File: config.mk
export PLATFORM = sky130hd
export DESIGN_NAME = rg_root_stage
export DESIGN_NICKNAME = d
export VERILOG_FILES = /design/src/rg_root_stage.sv
export SDC_FILE = /design/constraint.sdc
export NUM_CORES = 2
export LEC_CHECK = 0
export BUFFER_PORTS_ARGS = -buffer_cell sky130_fd_sc_hd__buf_2
export CAP_MARGIN = 15
export CORE_AREA = 2 2 375 377
export DETAILED_ROUTE_END_ITERATION = 6
export DIE_AREA = 0 0 377 379
export GPL_TIMING_DRIVEN = 0
export PLACE_DENSITY_LB_ADDON = 0.05
export REMOVE_ABC_BUFFERS = 1
export SYNTH_ARGS = -nofsm -noshare
export SYNTH_HDL_FRONTEND = slang
export SYNTH_SLANG_ARGS = --single-unit
File: constraint.sdc
create_clock -name aclk -period 4.5 [get_ports aclk]
set_clock_uncertainty 0.2 [all_clocks]
set_input_delay 0.675 -clock aclk [delete_from_list [all_inputs] [get_ports aclk]]
set_output_delay 0.675 -clock aclk [all_outputs]
set_load 0.01 [all_outputs]
File: src/rg_root_stage.sv
// ----------------------------------------------------------------------------
// Ray generator root stage
// Settles one quotient bit of the normalized ray for all three components.
// ----------------------------------------------------------------------------
`default_nettype none

module rg_root_stage #(
    parameter int QW  = 28,
    parameter int RW  = 68,
    parameter int MB  = 14,
    parameter int POS = 0
) (
    input  wire logic                 aclk,
    input  wire logic                 aresetn,
    input  wire logic                 adv,
    input  wire logic                 in_valid,
    input  wire logic                 in_zero,
    input  wire logic [2:0]           in_neg,
    input  wire logic [QW-1:0]        in_q,
    input  wire logic signed [RW-1:0] in_rem [3],
    input  wire logic [RW-1:0]        in_oq [3],
    input  wire logic [MB-1:0]        in_m [3],
    output logic                      out_valid,
    output logic                      out_zero,
    output logic [2:0]                out_neg,
    output logic [QW-1:0]             out_q,
    output logic signed [RW-1:0]      out_rem [3],
    output logic [RW-1:0]             out_oq [3],
    output logic [MB-1:0]             out_m [3]
);

    logic                  valid_reg;
    logic                  zero_reg;
    logic [2:0]            neg_reg;
    logic [QW-1:0]         q_reg;
    logic signed [RW-1:0]  rem_reg [3];
    logic [RW-1:0]         oq_reg [3];
    logic [MB-1:0]         m_reg [3];

    logic [RW-1:0]         qe;
    logic signed [RW-1:0]  trial [3];

    always_comb begin
        qe = RW'(in_q);
        for (int i = 0; i < 3; i++) begin
            trial[i] = in_rem[i] - $signed((in_oq[i] << (POS + 2)) + (qe << (2*POS + 2)));
        end
    end

    always_ff @(posedge aclk) begin
        if (!aresetn) begin
            valid_reg <= 1'b0;
        end else if (adv) begin
            valid_reg <= in_valid;
        end
    end

    always_ff @(posedge aclk) begin
        if (adv) begin
            zero_reg <= in_zero;
            neg_reg  <= in_neg;
            q_reg    <= in_q;
            for (int i = 0; i < 3; i++) begin
                if (!trial[i][RW-1]) begin
                    rem_reg[i] <= trial[i];
                    oq_reg[i]  <= in_oq[i] + (qe << (POS + 1));
                    m_reg[i]   <= in_m[i] | MB'(1 << POS);
                end else begin
                    rem_reg[i] <= in_rem[i];
                    oq_reg[i]  <= in_oq[i];
                    m_reg[i]   <= in_m[i];
                end
            end
        end
    end

    assign out_valid = valid_reg;
    assign out_zero  = zero_reg;
    assign out_neg   = neg_reg;
    assign out_q     = q_reg;
    assign out_rem   = rem_reg;
    assign out_oq    = oq_reg;
    assign out_m     = m_reg;

endmodule

`default_nettype wire

After elaboration in Yosys (flattened, before gate mapping)
Index checks and enable logic that the tools add are counted.
Cells by class
  mux-type cells: 6
  add/sub/neg operators: 9
Operators with widths (number)
  $add 68x29->68: 3
  $add 68x30->68: 3
  $mux 68: 3
  $sub 68x68->68: 3
  $mux 67: 3
Storage, ports and cells
  register bits: 483
  logic and storage cells: 34
  output and inout port bits: 483

Longest topological paths before layout
  word-level depth: 3
  mapped depth: 19
  depth with buffers taken out: 14

Worst setup path before layout
Ideal clock, no wire load.
  path kind: input-to-reg
  from: input port in_q[1]
  to: register oq_reg, in the netlist out_oq[39] (data pin)
  stages on the path: 16
  path buffers: 3
  arrival: 4.015 ns
  library setup time: 0.268 ns
  slack: 0.017 ns
  cell sequence: inv_1 > fa_1 > ha_1 > o211ai_1 > a21oi_1 > o211ai_1 > a211o_1 > a211o_1 > a21oi_2 > o2bb2ai_2 > or2_1 > buf_6 > buf_8 > buf_8 > nor4_2 > xor2_1
On the way
  longest elaborated chain between the ends: 3
Ends and longest elaborated chain
  from (decl): line 19  | input wire logic [QW-1:0] in_q,
  $add 68x30->68: line 46  | trial[i] = in_rem[i] - $signed((in_oq[i] << (POS + 2)) + (qe << (2*POS + 2)));
  $sub 68x68->68: line 46
  $mux 68 *: line 64  | if (!trial[i][RW-1]) begin
  to (signal, indexed assignment): line 66  | oq_reg[i] <= in_oq[i] + (qe << (POS + 1));
  to (signal, indexed assignment): line 70  | oq_reg[i] <= in_oq[i];
  to (decl): line 37  | logic [RW-1:0] oq_reg [3];
Every way passes the cells marked *; elsewhere a longest branch is shown, timed or not.
A chain may end at the register's enable or synchronous reset.

Worst setup path after layout
  from: input port in_q[24]
  to: register rem_reg, in the netlist out_rem[197] (data pin)
On the way
  longest elaborated chain between the ends: 3
Ends and longest elaborated chain
  $add 68x30->68: line 46
  $sub 68x68->68: line 46
  $mux 67: line 64
  to (signal, indexed assignment): line 65  | rem_reg[i] <= trial[i];
  to (signal, indexed assignment): line 69  | rem_reg[i] <= in_rem[i];
  to (decl): line 36  | logic signed [RW-1:0] rem_reg [3];
No other way between the ends.

==> flow_metrics.env <==
export IMPL_status="finished clean"
export IMPL_ant_nets=0
export IMPL_synth_edf_count=482
export IMPL_cts_sinks=483
export IMPL_fin_crit_ns=4.47
export IMPL_post_drt_wl_per_cell_um=24.3
export IMPL_hold_ws_ns=0.0363
export IMPL_hold_viol=0
export IMPL_vias=37200
export IMPL_clockRootBuffer="clkbuf_16"
export IMPL_ios=969
export IMPL_tightestPinTransition_ns=1.01
export IMPL_clock_fmax_mhz=224
export IMPL_synth_main_ff_cell="edfxtp_1"
export IMPL_dpl_instance_area_sq_um=47400
export IMPL_grt_max_degree=109
export IMPL_hpwl_um=143000
export IMPL_die_x_um=377
export IMPL_gp_congestion=0.884
export IMPL_yosysSeqAreaShare_pct=35.7
export IMPL_dp_cells=7103
export IMPL_maxSlewHeadroom_pct=32.3
export IMPL_die_area_sq_um=143000
export IMPL_core_rowCount=137
export IMPL_power_leakage_nw=23.5
export IMPL_dr_pass1_iters=5
export IMPL_hp_class="input pin to register"
export IMPL_start_kind="input pin"
export IMPL_rr_worst_depth=2
export IMPL_hold_end="out_m[3]"
export IMPL_drcViolationCount=0
export IMPL_cts_buffers=69
export IMPL_cpMaxStageDelayCell="or4_1"
export IMPL_total_power_mw=21.3
export IMPL_ys_seq_elements=483
export IMPL_nFillCells=14500
export IMPL_fin_cells=7410
export IMPL_die_h_um=379
export IMPL_drive_above_1_share_pct=25.7
export IMPL_rrSetupSlack_ns=3.71
export IMPL_required_ns=4.71
export IMPL_critPathMaxFanout=8
export IMPL_reg2reg_to="out_valid"
export IMPL_placement_io_buffers=968
export IMPL_crit_family="compound AO/OA/AOI/OAI gates"
export IMPL_cts_max_path_buffers=3
export IMPL_reg2reg_from="out_valid"
export IMPL_whs_path_depth=1
export IMPL_clk_latency_ns=0.67
export IMPL_antenna_found_initial=82
export IMPL_start_util_pct=29.2
export IMPL_grt_usage_pct=24.3
export IMPL_grt_pass1_wl_um=254000
export IMPL_drtIter0Drc=2065
export IMPL_worstPathArrival_ns=4.68
export IMPL_vias_per_cell=5.02
export IMPL_cp_cell_sequence="buf_6 > clkinvlp_4 > buf_12 > fa_1 > ha_4 > nand2_1 > or4_1 > a211oi_1 > o211ai_1 > a32o_2 > nor3_4 > o41ai_4 > o31ai_2 > xnor2_1 > o21ai_1"
export IMPL_p_per_area_nw_per_um2=403
export IMPL_drv_slew=0
export IMPL_crit_type="input pin to register"
export IMPL_design_area_sq_um=52900
export IMPL_maxCapViolCount=0
export IMPL_syn_inst=4477
export IMPL_globalRouteOverflowTotal=0
export IMPL_cts_tree="done"
export IMPL_path_buf_inv=3
export IMPL_path_clk_slew_ns=0.05
export IMPL_routed_wl_um=180000
export IMPL_synth_distinct_cells=82
export IMPL_post_route_period_util_pct=99.3
export IMPL_fin_nets=6498
export IMPL_cp_end_kind="register"
export IMPL_syn_avg_cell_area_sq_um=9.06
export IMPL_synthArstFlopShare_pct=0
export IMPL_min_from="in_m[3]"
export IMPL_area_delta_synth_final_pct=30.3
export IMPL_peakVddDrop_uv=248
export IMPL_critical_path_max_stage_delay_ns=0.58
export IMPL_yosysWarnings=0
export IMPL_setup_viol=0
export IMPL_synthesis_area_sq_um=40600
export IMPL_h_tree_depth=3
export IMPL_coreArea_sq_um=139000
export IMPL_grt_pass1_vias=37100
## per-stage QoR
step / utilization, % / worst slack, ns / TNS (ns)
detailed placement: 34.2 / -2.12 / -658.38
floorplan: - / -6.13 / -1357.95
CTS: 37.4 / 0.000185 / 0
global route: 38.1 / -0.0142 / -0.0798
finish: 38.1 / 0.0320 / 0
global placement: 33.8 / -15.66 / -6000.04
## what timing repair did
| item | CTS | global route |
|---|---|---|
| gates resized for setup | 160 | 122 |
| endpoints found under the setup margin | 408 | 342 |
| hold endpoints to repair | 44 | 0 |
| setup buffers | 72 | 27 |
| cloned | 17 | 2 |
| hold buffers | 44 | 0 |
| pin swaps | 21 | 33 |
## kinds of logic after synthesis
logic type	Yosys count	share of synthesized area, %
muxes	20	0.537
AOI/OAI and AO/OA	1186	18.0
adders and majority gates	483	16.5
DFF	483	35.7
xor gates and xnor gates	357	7.71
buffers and inverters	723	6.89
and+or+nand+nor	1225	14.6
## cells in the final DEF, fill, tap and decap left out, types with 72 or more instances in the layout
cell type	Yosys	final
o21ai_0	362	332
a21o_1	165	165
nand2_1	477	473
buf_4	0	105
xor2_1	186	186
nand4_1	93	93
edfxtp_1	482	482
nor2_1	214	211
a21oi_1	328	315
buf_2	35	942
ha_1	396	351
fa_1	87	82
xnor2_1	171	171
clkbuf_16	0	72
inv_1	555	528
nand3_1	86	84
## Yosys cell counts (25+ instances only)
cell | n | area share, %
fa_1 | 87 | 4.3
inv_1 | 555 | 5.1
or3_1 | 25 | 0.39
buf_2 | 35 | 0.43
a31oi_1 | 28 | 0.43
ha_1 | 396 | 12
nor4_1 | 47 | 0.72
o31ai_1 | 38 | 0.70
nand3_1 | 86 | 1.1
and3_1 | 62 | 0.96
nand4_1 | 93 | 1.4
a211oi_1 | 30 | 0.56
o21a_1 | 35 | 0.65
nor3_1 | 65 | 0.80
nand2b_1 | 39 | 0.60
a21o_1 | 165 | 3.1
o211ai_1 | 29 | 0.54
o21bai_1 | 42 | 0.78
xnor2_1 | 171 | 3.7
xor2_1 | 186 | 4.0
nor2_1 | 214 | 2.0
a21oi_1 | 328 | 4.0
o21ai_0 | 362 | 4.5
nand2_1 | 477 | 4.4
clkbuf_1 | 126 | 1.2
edfxtp_1 | 482 | 36
## layout make-up
class | instances | area [sq um] | area share (%)
antenna | 23 | 57.6 | 0.109
clock buffer | 85 | 1830 | 3.46
clock inverter | 37 | 515 | 0.975
inverter | 555 | 2180 | 4.13
multi-input combinational | 3276 | 24400 | 46.2
sequential | 483 | 14500 | 27.4
tap | 1807 | 2260 | 4.28
timing repair buffer | 1144 | 7090 | 13.4
## worst max-delay path by stage
stage	cells after the start	startpoint	endpoint
after global routing	19	in_q[19]	out_rem[86]
after CTS	18	in_q[27]	out_oq[134]
final	15	in_q[24]	out_rem[197]
after global placement	13	in_q[27]	out_oq[96]
after detailed placement	15	in_q[1]	out_oq[185]
after floorplan	12	in_q[1]	out_oq[69]
## routing by layer
| metal | wire [um] | GRT usage, % |
|---|---|---|
| met1 | 75000 | 29.3 |
| met2 | 87600 | 42.4 |
| met3 | 12100 | 6.24 |
| met4 | 5040 | 6.73 |
| met5 | 243 | 0 |
## worst register-to-register path, delay by kind of cell (launching register included)
family | cells | cell delay, ns
and+or+nand+nor | 1 | 0.06
muxes | 1 | 0.12
DFF | 1 | 0.31
## power by group
part	leakage, nW	internal [mW]	switching [mW]
sequential	4.72	6.04	0.233
combinational	17.7	3.56	5.56
clock	1.11	3.58	2.33
total	23.5	13.2	8.13
## flip-flops by register name, summed over array words and instances, names as in the netlist
name / cells
out_neg: 3
out_rem: 204
out_zero: 1
out_oq: 204
out_valid: 1
out_m: 42
out_q: 28
Power figures use the tool's default switching activity.
